## src/llmac_pkg.sv

```systemverilog
// Shared types and codes for the fully connected layer multiply-accumulate block.
package llmac_pkg;

    typedef enum logic [1:0] {
        OP_WEIGHT = 2'd0,
        OP_BIAS   = 2'd1,
        OP_ACT    = 2'd2,
        OP_NONE   = 2'd3
    } op_t;

    typedef enum logic [1:0] {
        CFG_INPUT_LENGTH = 2'd0,
        CFG_OUTPUT_COUNT = 2'd1,
        CFG_ROW_COUNT    = 2'd2,
        CFG_UNUSED       = 2'd3
    } cfg_index_t;

    localparam int CFG_DATA_W = 9;

    typedef struct packed {
        logic [1:0]         operation;
        logic [3:0]         neuron_index;
        logic [5:0]         element_index;
        logic signed [15:0] value;
    } in_item_t;

    typedef struct packed {
        logic [3:0]         neuron_out;
        logic signed [31:0] result;
        logic               saturated;
        logic               last;
        logic               batch_done;
    } out_item_t;

    // Control that travels down the MAC pipeline with each operand pair
    typedef struct packed {
        logic valid;
        logic first;
        logic fin;
    } mac_ctl_t;

    typedef enum logic [1:0] {
        ST_IDLE,
        ST_WAIT,
        ST_RUN,
        ST_DRAIN
    } seq_state_t;

endpackage

```

## src/llmac_seq.sv

```systemverilog
// Sequencer that walks neurons and row elements through the shared MAC.
module llmac_seq #(
    parameter int IW = 6,
    parameter int NW = 4
) (
    input  logic                 aclk,
    input  logic                 aresetn,
    input  logic                 start,
    input  logic [IW-1:0]        len_m1,
    input  logic [NW-1:0]        cnt_m1,
    input  logic                 out_full,
    input  logic                 res_valid,
    output llmac_pkg::mac_ctl_t  issue,
    output logic [NW-1:0]        neuron,
    output logic [IW-1:0]        element,
    output logic                 idle
);
    import llmac_pkg::*;

    seq_state_t    state_reg, state_next;
    logic [NW-1:0] n_reg, n_next;
    logic [IW-1:0] i_reg, i_next;

    always_ff @(posedge aclk) begin
        if (!aresetn) begin
            state_reg <= ST_IDLE;
            n_reg     <= '0;
            i_reg     <= '0;
        end else begin
            state_reg <= state_next;
            n_reg     <= n_next;
            i_reg     <= i_next;
        end
    end

    always_comb begin
        state_next  = state_reg;
        n_next      = n_reg;
        i_next      = i_reg;
        issue.valid = 1'b0;
        issue.first = (i_reg == '0);
        issue.fin   = (i_reg == len_m1);
        unique case (state_reg)
            ST_IDLE: begin
                if (start) begin
                    n_next     = '0;
                    state_next = ST_WAIT;
                end
            end
            // Hold until the previous result has left the output word
            ST_WAIT: begin
                if (!out_full) begin
                    i_next     = '0;
                    state_next = ST_RUN;
                end
            end
            ST_RUN: begin
                issue.valid = 1'b1;
                if (i_reg == len_m1) begin
                    state_next = ST_DRAIN;
                end else begin
                    i_next = i_reg + 1'b1;
                end
            end
            ST_DRAIN: begin
                if (res_valid) begin
                    if (n_reg == cnt_m1) begin
                        state_next = ST_IDLE;
                    end else begin
                        n_next     = n_reg + 1'b1;
                        state_next = ST_WAIT;
                    end
                end
            end
            default: begin
                state_next = ST_IDLE;
            end
        endcase
    end

    assign neuron  = n_reg;
    assign element = i_reg;
    assign idle    = (state_reg == ST_IDLE);

endmodule

```

## config.mk

```make
export PLATFORM = sky130hd
export DESIGN_NAME = llmac_seq
export DESIGN_NICKNAME = d
export VERILOG_FILES = /design/src/llmac_pkg.sv /design/src/llmac_seq.sv
export SDC_FILE = /design/constraint.sdc
export NUM_CORES = 1
export LEC_CHECK = 0
export BUFFER_PORTS_ARGS = -buffer_cell sky130_fd_sc_hd__buf_2
export CAP_MARGIN = 20
export CORE_MARGIN = 5
export CORE_UTILIZATION = 37
export DETAILED_ROUTE_END_ITERATION = 12
export GPL_TIMING_DRIVEN = 0
export MAX_ROUTING_LAYER = met4
export PLACE_DENSITY = 0.6
export SYNTH_ARGS = -nofsm -noshare
export SYNTH_HDL_FRONTEND = slang
export SYNTH_SLANG_ARGS = --single-unit
```

## constraint.sdc

```tcl
create_clock -name aclk -period 1.8 [get_ports aclk]
set_input_delay 0.27 -clock aclk [delete_from_list [all_inputs] [get_ports aclk]]
set_output_delay 0.27 -clock aclk [all_outputs]
set_load 0.005 [all_outputs]
```

==> results.toml <==
[cells_and_area]
nets = 162
drive_gt1_share_pct = 30.22
final_util_pct = 49.04
antenna_cells = 0
largest_register_ffs = 6
area_growth_pct = 25.83

[synth]
synth_top_area_cell = "dfxtp_1"
syn_inst = 108
synth_area_um2 = 862.1
syn_area_per_cell_um2 = 7.982
ys_seq_area_share_pct = 27.87
syn_nets = 130
synth_top_area_share_pct = 27.87
ys_warn_count = 0
yosys-top-cells-area = "dfxtp_1 (28%), ha_1 (10%), xnor2_1 (10%)"
ys_seq_elements = 12
ys_types = 33

[timing]
setup_violations = 0
fin_crit_sh_pct = 94.15
fin_setup_tns_ns = 0
worstMarginPinSlew_ns = 0.3787
skew_ns = 0.0004756
hold_violations = 0
relSlewSlack_pct = 74.59
report.final.slew_viol_count = 0
max_freq_mhz = 590.1
period_needed_ns = 1.695

[drt]
top_layer = "met4"
viasPerCell = 5.305
drc = 0
route.met2.wl_um = 881
met1_length_um = 938
drtPass1Iterations = 4
wl_per_cell_um = 11.81
postRouteAntennaNets = 0
route.vias.total = 886
wl_met3_um = 138
initialDrtViolationCount = 29
wirelength_um = 1973

[global_route]
grt_start_max_net_pins = 11
track_usage_pct = 12.72
grt_pass1_wl_um = 3284
antenna_found_initial = 0
grt_pass1_vias = 750
overflow = 0

[clock_tree]
clk_pin_slew_ns = 0.08
tritoncts = "built"
holdBufCountCts = 0
ctsLongestPathBuffers = 2
cts.sinks = 12
clkLatencyLatePin_ns = 0.27
clockRootBuffer = "clkbuf_4"
htreeDepth = 1
cts_buffers = 3

[critical_path]
cp_slowest_cell = "dfxtp_1"
r2r_setup_slack_ns = 0.12
crit_path_end = "issue[0]"
criticalPathCategory = "flip-flop to output port"
critPathCaptureType = "output port"
cp_max_fo = 8
critical_path_arrival_ns = 1.42
cpPeakStageDelay_ns = 0.31
critical_path.cell_chain = "buf_4, xnor2_2, nand4_2, nor2_2, buf_6, buf_2"
start_kind = "flip-flop"
regToRegStartpoint = "state_reg[0]"
startpoint = "element[3]"
crit_required_ns = 1.53
regToRegEndpoint = "state_reg[0]"
rr_worst_depth = 6

[power_and_ir_drop]
powerDensity_nw_per_um2 = 913.1
max-vdd-ir-drop_v = 0.0007925
p_leak_nw = 0.4578

[floorplan]
row_count = 17
dieArea_um2 = 3395
die_w_um = 58.27
ioPinCount = 29
die_y_um = 58.27
core_um2 = 2212
start_util_pct = 38.97

[status]
status = "complete, no violations"

[placed_design]
gp_congestion = 0.7934
dp_hpwl_um = 1614
io_buffers = 27

[flow_run]
drv_cap = 0

[min_path]
worstHoldPathType = "primary input to flip-flop"
==> worst min-delay path by stage <==
stage / from / end / slack, ns / cells after the start
after floorplan: neuron[3] / neuron[3] / 0.50 / 2
after global placement: neuron[3] / neuron[3] / 0.50 / 2
after detailed placement: neuron[3] / neuron[3] / 0.51 / 2
after CTS: aresetn / state_reg[0] / 0.37 / 2
after global routing: aresetn / state_reg[0] / 0.39 / 2
final: aresetn / state_reg[0] / 0.38 / 2
==> cell usage after synthesis <==
cell type,n
o211ai_1,4
ha_1,7
nand2b_1,3
nor2b_1,1
nand4_1,1
or3b_1,1
nor3_1,3
buf_6,1
a31oi_1,5
o22ai_1,1
a41oi_1,1
nand4_2,1
o21a_1,1
o21bai_1,1
nand2_1,12
inv_1,8
and2_1,1
buf_2,2
nand3_1,8
nor2_2,1
nand2_2,1
a2111o_1,1
o21ai_0,5
o32ai_1,1
xnor2_1,10
or2_2,1
nor2_1,2
or4_1,4
o211a_1,1
clkbuf_1,2
dfxtp_1,12
nor4_1,1
a21oi_1,4
==> per-stage QoR <==
stage,setup WS [ns],cell area (um^2),total power [mW],hold slack (ns),cells
floorplan,0.2153,862.1,0.6429,0.4961,108
global placement,-0.02485,1032,0.7656,0.4996,163
detailed placement,-0.04172,1032,0.7728,0.5108,163
CTS,0.01575,1069,0.9962,0.3731,167
global route,-0.001801,1085,1.076,0.3912,167
finish,0.1053,1085,0.9905,0.3798,167
==> cells in the final DEF, fill, tap and decap left out, drive strengths merged, types with 2 or more instances in the layout <==
| cell | instances |
|---|---|
| buf | 31 |
| nand2 | 13 |
| dfxtp | 12 |
| xnor2 | 10 |
| inv | 8 |
| nand3 | 8 |
| ha | 7 |
| a31oi | 5 |
| o21ai | 5 |
| clkbuf | 5 |
| a21oi | 4 |
| or4 | 4 |
| o211ai | 4 |
| nand2b | 3 |
| nor3 | 3 |
| nor2 | 3 |
| nand4 | 2 |
==> cell families after synthesis <==
kind of cell    share of synthesized area, %
xor+xnor                               10.16
simple gates                           25.69
buf+inv                                6.822
fa+ha+maj                              10.16
compound gates                         19.30
flops                                  27.87
==> metal layers <==
| metal | vias to the layer above | GRT usage (%) |
|---|---|---|
| li1 | 457 | - |
| met1 | 401 | 17.40 |
| met2 | 26 | 18.02 |
| met3 | 2 | 3.341 |
| met4 | 0 | 3.974 |
| met5 | - | - |
==> critical path, delay by kind of cell, from the launching register on <==
kind | cells | cell delay (ns)
XOR/XNOR | 1 | 0.16
flip-flops | 1 | 0.31
AND/OR/NAND/NOR | 2 | 0.29
buffers and inverters | 3 | 0.41
==> power breakdown <==
| part | internal, mW | switching, mW |
|---|---|---|
| clock | 0.123 | 0.0962 |
| sequential | 0.295 | 0.0386 |
| combinational | 0.184 | 0.253 |
| total | 0.602 | 0.388 |
==> final cells by class <==
cell class              instances  area, um^2
flip-flops and latches         12       242.7
plain buffers                   4       27.53
multi-input cells              83       570.5
well taps                      28       35.03
fillers                       222        1127
repair buffers                 28       142.6
inverters                       8       30.03
clock buffers                   4       36.28
==> what timing repair did <==
item,in CTS,in global routing
endpoints found under the hold margin,0,0
endpoints found under the setup margin,1,6
setup buffers,0,1
gates resized for setup,1,5
pin swaps,0,1
Note: power is estimated with default switching activity, not from simulation.
