===== config.mk =====
export PLATFORM = sky130hd
export DESIGN_NAME = llmac_mac
export DESIGN_NICKNAME = d
export VERILOG_FILES = /design/src/llmac_pkg.sv /design/src/llmac_mac.sv
export SDC_FILE = /design/constraint.sdc
export NUM_CORES = 1
export LEC_CHECK = 0
export ABC_CLOCK_PERIOD_IN_PS = 22100
export BUFFER_PORTS_ARGS = -buffer_cell sky130_fd_sc_hd__buf_2
export CORE_UTILIZATION = 55
export CTS_BUF_LIST = sky130_fd_sc_hd__clkbuf_2
export DETAILED_ROUTE_END_ITERATION = 10
export PLACE_DENSITY = 0.7
export SYNTH_ARGS = -nofsm -noshare
export SYNTH_HDL_FRONTEND = slang
export SYNTH_SLANG_ARGS = --single-unit
export TNS_END_PERCENT = 10

===== constraint.sdc =====
create_clock -name aclk -period 22.1 [get_ports aclk]
set_input_delay 4.42 -clock aclk [delete_from_list [all_inputs] [get_ports aclk]]
set_output_delay 4.42 -clock aclk [all_outputs]
set_load 0.03 [all_outputs]

===== src/llmac_pkg.sv =====
// Shared types and codes for the fully connected layer multiply-accumulate block.
package llmac_pkg;

    typedef enum logic [1:0] {
        OP_WEIGHT = 2'd0,
        OP_BIAS   = 2'd1,
        OP_ACT    = 2'd2,
        OP_NONE   = 2'd3
    } op_t;

    typedef enum logic [1:0] {
        CFG_INPUT_LENGTH = 2'd0,
        CFG_OUTPUT_COUNT = 2'd1,
        CFG_ROW_COUNT    = 2'd2,
        CFG_UNUSED       = 2'd3
    } cfg_index_t;

    localparam int CFG_DATA_W = 9;

    typedef struct packed {
        logic [1:0]         operation;
        logic [3:0]         neuron_index;
        logic [5:0]         element_index;
        logic signed [15:0] value;
    } in_item_t;

    typedef struct packed {
        logic [3:0]         neuron_out;
        logic signed [31:0] result;
        logic               saturated;
        logic               last;
        logic               batch_done;
    } out_item_t;

    // Control that travels down the MAC pipeline with each operand pair
    typedef struct packed {
        logic valid;
        logic first;
        logic fin;
    } mac_ctl_t;

    typedef enum logic [1:0] {
        ST_IDLE,
        ST_WAIT,
        ST_RUN,
        ST_DRAIN
    } seq_state_t;

endpackage


===== src/llmac_mac.sv =====
// Shared multiply-accumulate unit with bias alignment, rounding and saturation.
module llmac_mac #(
    parameter int IW = 6
) (
    input  logic                 aclk,
    input  logic                 aresetn,
    input  llmac_pkg::mac_ctl_t  issue,
    input  logic signed [15:0]   act,
    input  logic signed [15:0]   weight,
    input  logic signed [15:0]   bias,
    output logic                 res_valid,
    output logic signed [31:0]   res_value,
    output logic                 res_sat
);
    import llmac_pkg::*;

    localparam int AW = 33 + IW;
    localparam int QW = AW - 11;
    localparam int QX = (QW > 33) ? QW : 33;
    localparam logic signed [AW:0]   ROUND_HALF = (AW+1)'(2048);
    localparam logic signed [QX-1:0] Q_MAX = QX'(32'sh7fffffff);
    localparam logic signed [QX-1:0] Q_MIN = QX'(32'sh80000000);

    mac_ctl_t           ctl1_reg, ctl2_reg, ctl3_reg;
    logic signed [31:0] prod_reg;
    logic signed [15:0] bias2_reg;
    logic signed [AW-1:0] acc_reg, acc_next;
    logic signed [AW-1:0] bias_al;
    logic signed [AW:0]   rounded;
    logic signed [QW-1:0] q;
    logic signed [QX-1:0] q_x;
    logic                 res_valid_reg;
    logic signed [31:0]   res_value_reg;
    logic                 res_sat_reg;

    // Bias is Q4.12; lift it to the Q8.24 scale of the products
    assign bias_al = $signed({{(AW-28){bias2_reg[15]}}, bias2_reg, 12'b0});

    always_comb begin
        if (ctl2_reg.first) begin
            acc_next = AW'(prod_reg) + bias_al;
        end else begin
            acc_next = acc_reg + AW'(prod_reg);
        end
    end

    // Round half up, then floor-shift to Q20.12
    assign rounded = (AW+1)'(acc_reg) + ROUND_HALF;
    assign q       = $signed(rounded[AW:12]);
    assign q_x     = QX'(q);

    always_ff @(posedge aclk) begin
        if (!aresetn) begin
            ctl1_reg      <= '0;
            ctl2_reg      <= '0;
            ctl3_reg      <= '0;
            res_valid_reg <= 1'b0;
        end else begin
            ctl1_reg      <= issue;
            ctl2_reg      <= ctl1_reg;
            ctl3_reg      <= ctl2_reg;
            res_valid_reg <= ctl3_reg.valid && ctl3_reg.fin;
        end
    end

    always_ff @(posedge aclk) begin
        prod_reg  <= act * weight;
        bias2_reg <= bias;
        if (ctl2_reg.valid) begin
            acc_reg <= acc_next;
        end
        if (q_x > Q_MAX) begin
            res_value_reg <= 32'sh7fffffff;
            res_sat_reg   <= 1'b1;
        end else if (q_x < Q_MIN) begin
            res_value_reg <= 32'sh80000000;
            res_sat_reg   <= 1'b1;
        end else begin
            res_value_reg <= q_x[31:0];
            res_sat_reg   <= 1'b0;
        end
    end

    assign res_valid = res_valid_reg;
    assign res_value = res_value_reg;
    assign res_sat   = res_sat_reg;

endmodule


==> results of run 1 <==
==> final timing paths <==
path | endpoint | slack (ps) | depth (start not counted)
worst min-delay path | ctl2_reg[0]$_SDFF_PN0_ | 460 | 1
worst max-delay path | prod_reg[31]$_DFF_P_ | 12050 | 23
worst max register to register | acc_reg[31]$_DFFE_PP_ | 18680 | 10
worst min register to register | ctl2_reg[0]$_SDFF_PN0_ | 460 | 1
==> cell usage after synthesis (all sizes together) (3+ instances only) <==
cell,instances
nor3b,4
xor2,25
nor4,3
nand4,15
xnor2,82
mux2i,6
a41oi,3
inv,358
a21oi,67
o21bai,13
nor2b,8
o211ai,8
or3,9
buf,5
nor2,56
nand3,23
and3,6
a211oi,10
nand2b,12
edfxtp,39
a31oi,6
nand2,168
and2,137
a21boi,4
nor3,16
a211o,3
clkbuf,47
o21ai,69
dfxtp,87
o21a,14
o31a,3
fa,264
o31ai,5
nor4b,4
ha,141
a21o,40
==> through the flow <==
stage	instance area [um^2]	setup WS [ps]	utilization (%)	hold slack, ps	cells
floorplan	16600	11760	-	412	1786
global placement	17300	11450	58.3	413	2211
detailed placement	17300	11320	58.3	420	2211
CTS	17500	12120	59.0	461	2243
global route	17500	11840	59.0	481	2244
finish	17500	12050	59.0	457	2244
==> kinds of logic after synthesis <==
| kind of cell | after synthesis | synth area share [%] |
|---|---|---|
| AOI/OAI and AO/OA | 262 | 10.1 |
| xor gates and xnor gates | 107 | 5.66 |
| adders and majority gates | 405 | 42.6 |
| buffers and inverters | 410 | 9.36 |
| DFF | 126 | 17.6 |
| muxes | 8 | 0.499 |
| other | 1 | 0.0227 |
| and+or+nand+nor | 467 | 14.2 |
==> worst register-to-register path, stage by stage, from the launching register on <==
cell	delay, ps
edfxtp_1	410
ha_1	350
o21ai_0	100
o21bai_1	190
a211oi_1	130
o31ai_1	620
a211oi_1	250
o21bai_1	390
a21oi_1	160
a211o_1	280
or3_1	310
==> per-layer routing <==
metal | vias to the layer above | GRT usage, % | part of all wire (%)
met1 | 5751 | 33.8 | 47
met3 | 28 | 4.11 | 6.7
met5 | - | 0 | 0
li1 | 5741 | - | -
met4 | 0 | 5.36 | 1.1
met2 | 367 | 39.6 | 45
==> cell type report <==
cell class / count / area [um^2]
multi-input combinational: 1250 / 12100
clock buffer: 18 / 90.1
fill: 2673 / 12100
antenna: 1 / 2.50
tap: 390 / 488
inverter: 358 / 1340
clock inverter: 14 / 128
sequential: 126 / 2920
timing repair buffer: 87 / 438
==> flow_summary.toml, run 1 <==
[outcome]
status = "complete, no violations"

[placement]
dp_hpwl_um = 28500
finalWeightedCongestion = 0.921
io_buffers = 86

[global_routing]
grt-ovfl-total = 0
grt_first_pass_wirelength_um = 59600
grt_usage_pct = 24.2
first_global_vias = 12300
grt_max_degree = 67
antenna_found_initial = 1

[logic_synthesis]
ys_types = 62
yosys.area.top_type = "fa_1"
postSynthCellCount = 1786
synth_edf_count = 39
syn_avg_cell_area_um2 = 9.27
synthArstFlopShare_pct = 0
ys_ff_latch = 126
yosys-top-cells-area = "fa_1 (32%), ha_1 (11%), dfxtp_1 (11%)"
ys.flop_type = "dfxtp_1"
syn_nets = 2244
netlist_area_mm2 = 0.0166
synth_top_area_share_pct = 31.9
yosysWarnings = 0
synth_seq_area_share_pct = 17.6

[critical_path]
cp_common_cell = "fa_1"
cp_num_buf_inv = 6
critical_path_class = "primary input to register"
crit_path_end_kind = "register"
required_ps = 22700
r2r_start = "acc_reg[3]$_DFFE_PP_"
startpoint_type = "primary input"
crit_start = "act[15]"
cpPeakStageDelay_ps = 600
critPathArrivalTime_ps = 10650
cp_top_family = "adder cells"
cp_max_fo = 16
slowest_stage = "fa_1"
crit_chain = "buf_2 -> nand2_1 -> inv_1 -> fa_1 -> inv_1 -> fa_1 -> inv_1 -> fa_1 -> fa_1 -> fa_1 -> inv_1 -> fa_1 -> inv_1 -> ha_1 -> a21o_1 -> a21oi_1 -> nor2_1 -> or4_1 -> o22ai_1 -> a21oi_1 -> a41oi_1 -> mux2i_1 -> nor4b_1"

[clock_network]
cts_tree = "built"
numCtsBuffers = 17
cts_root_buf = "clkbuf_2"
holdBufCountCts = 0
cts_repair_resize_count = 0
htreeDepth = 4
insertion_delay_ps = 690
cts.sinks = 126
clk_pin_slew_worst_paths_ps = 200
post_cts.repair.setup_buffers = 0
cts.path.max_buffers = 2

[die]
die_h_um = 176
core_area_mm2 = 0.0296
num_rows = 63
start_util_pct = 55.9
die_x_um = 176
ios = 87
die_area_mm2 = 0.0308

[hold_path]
hold_start = "ctl1_reg[0]$_SDFF_PN0_"
hold_path_class = "register to register"

[timing]
tightest_slew_ps = 1040
setup_viol = 0
min_period_over_period_pct = 45.5
tns_ps = 0
max_slew_margin_pct = 30.7
fmax_mhz = 99.5
drv_slew = 0
fin_worst_skew_ps = 41.9
hold_violations = 0
rsz0062_at_grt = "false"
min_period_ps = 10050

[final_layout]
largest_register_ffs = 39
final_common_cell = "inv_1"
nets = 2298
areaGrowthSynthToFinish_pct = 5.69
final_layout_size_suffix_gt1_share_pct = 6.96
final_cell_mix = "inv_1 (358), fa_1 (264), nand2_1 (168), ha_1 (141), and2_1 (136)"

[drt]
viasPerCell = 5.30
drt_iter0_drc = 762
finalWirelength_um = 35000
drcViolationCount = 0
vias = 11900
detail-route-antenna-nets = 0
wl_per_cell_um = 15.6
firstDrtPassIters = 5

[flow_run]
drv_cap = 0
Power of run 1 is left out: the tool's default activity adds up to more than one toggle a clock period on the data nets, which glitch-free logic cannot reach.
==> inputs of run 2 (changes only) <==
ABC_CLOCK_PERIOD_IN_PS = 10300   (was 22100)
clock period = 10.3 ns   (was 22.1 ns; I/O delays follow)
==> run 2 against run 1 <==
Global-route usage rose by 0.067 points. Non-clock buffer count did not move. Worst setup slack got worse by 9400 ps. Core utilization rose by 0.14 points. Register-to-register slack got worse by 12000 ps. Worst hold slack improved by 3.0 ps. Sequential share of layout area barely moved. Wire length rose by 0.37%. Clock skew fell by 6.8 ps. Cell area rose by 0.23%.
==> flow_summary.toml, run 2 (synthesis results as in run 1) <==
[timing]
fin_worst_skew_ps = 35.0
rsz0062_at_grt = "false"
drv_slew = 0
fmax_mhz = 131
setup_viol = 0
tns_ps = 0
min_period_ps = 7650
min_period_over_period_pct = 74.2
max_slew_margin_pct = 30.9
hold_violations = 0
tightest_slew_ps = 1040

[global_routing]
grt-ovfl-total = 0
first_global_vias = 12300
grt_max_degree = 67
grt_usage_pct = 24.3
grt_first_pass_wirelength_um = 59600
antenna_found_initial = 1

[critical_path]
cp_max_fo = 16
critical_path_class = "primary input to register"
startpoint_type = "primary input"
critPathArrivalTime_ps = 8280
required_ps = 10930
r2r_start = "acc_reg[0]$_DFFE_PP_"
crit_path_end_kind = "register"
crit_start = "weight[1]"

[flow_run]
drv_cap = 0

[drt]
viasPerCell = 5.31
drcViolationCount = 0
finalWirelength_um = 35100
detail-route-antenna-nets = 0
firstDrtPassIters = 8
drt_iter0_drc = 826
vias = 11900
wl_per_cell_um = 15.6

[die]
die_area_mm2 = 0.0308
core_area_mm2 = 0.0296
die_h_um = 176
num_rows = 63
start_util_pct = 55.9
ios = 87
die_x_um = 176

[clock_network]
holdBufCountCts = 0
cts.sinks = 126
cts.path.max_buffers = 2
cts_root_buf = "clkbuf_2"
cts_tree = "built"
post_cts.repair.setup_buffers = 0
cts_repair_resize_count = 0
insertion_delay_ps = 720
numCtsBuffers = 17
clk_pin_slew_worst_paths_ps = 190
htreeDepth = 4

[final_layout]
final_common_cell = "inv_1"
largest_register_ffs = 39
fill_cells = 2682
final_cell_mix = "inv_1 (358), fa_1 (264), nand2_1 (168), ha_1 (141), and2_1 (136)"
nets = 2298
areaGrowthSynthToFinish_pct = 5.93
final_layout_size_suffix_gt1_share_pct = 6.91

[placement]
finalWeightedCongestion = 0.921
dp_hpwl_um = 28500
io_buffers = 86

[hold_path]
hold_path_class = "register to register"
hold_start = "ctl1_reg[0]$_SDFF_PN0_"

[outcome]
status = "complete, no violations"
==> run 2: final cells by class <==
type	count	area (um^2)	area share, %
diodes	1	2.50	0.0143
clock buffers	18	90.1	0.514
clock inverters	14	168	0.956
inverters	358	1340	7.66
multi-input cells	1250	12100	69.0
flip-flops and latches	126	2920	16.6
well taps	390	488	2.78
repair buffers	87	438	2.50
==> run 2: routing by layer <==
| layer | GRT usage, % | part of all wire [%] | vias up |
|---|---|---|---|
| met4 | 6.52 | 1.8 | 0 |
| met1 | 33.9 | 47 | 5748 |
| met5 | 0 | 0 | - |
| li1 | - | - | 5747 |
| met3 | 3.42 | 6.3 | 51 |
| met2 | 39.8 | 45 | 379 |
==> run 2: worst paths after layout <==
path / end / slack (ps) / depth (start not counted)
hold reg to reg: ctl2_reg[0]$_SDFF_PN0_ / 460 / 1
setup / recovery: prod_reg[31]$_DFF_P_ / 2650 / 23
hold / removal: ctl2_reg[0]$_SDFF_PN0_ / 460 / 1
setup reg to reg: acc_reg[34]$_DFFE_PP_ / 6900 / 12
==> run 2: through the flow <==
step	setup WS, ps	utilization [%]	instances	instance area, um^2	hold slack (ps)
finish	2650	59.2	2244	17500	460
global route	2400	59.2	2244	17500	491
CTS	2690	59.2	2243	17500	463
detailed placement	1910	58.3	2211	17300	419
global placement	2010	58.3	2211	17300	413
floorplan	2320	-	1786	16600	412
==> run 2: worst max-delay path: stages <==
cell	delay (ps)
buf_2	190
nand2_1	140
inv_1	90
fa_1	600
inv_1	160
fa_1	570
inv_1	50
fa_1	540
fa_1	450
fa_1	550
inv_1	50
fa_1	520
inv_1	40
ha_1	340
a21o_1	190
a21oi_1	240
nor2_1	80
or4_1	390
o22ai_1	140
a21oi_1	100
a41oi_1	350
mux2i_1	120
nor4b_1	280
Power of run 2 is left out for the same reason.
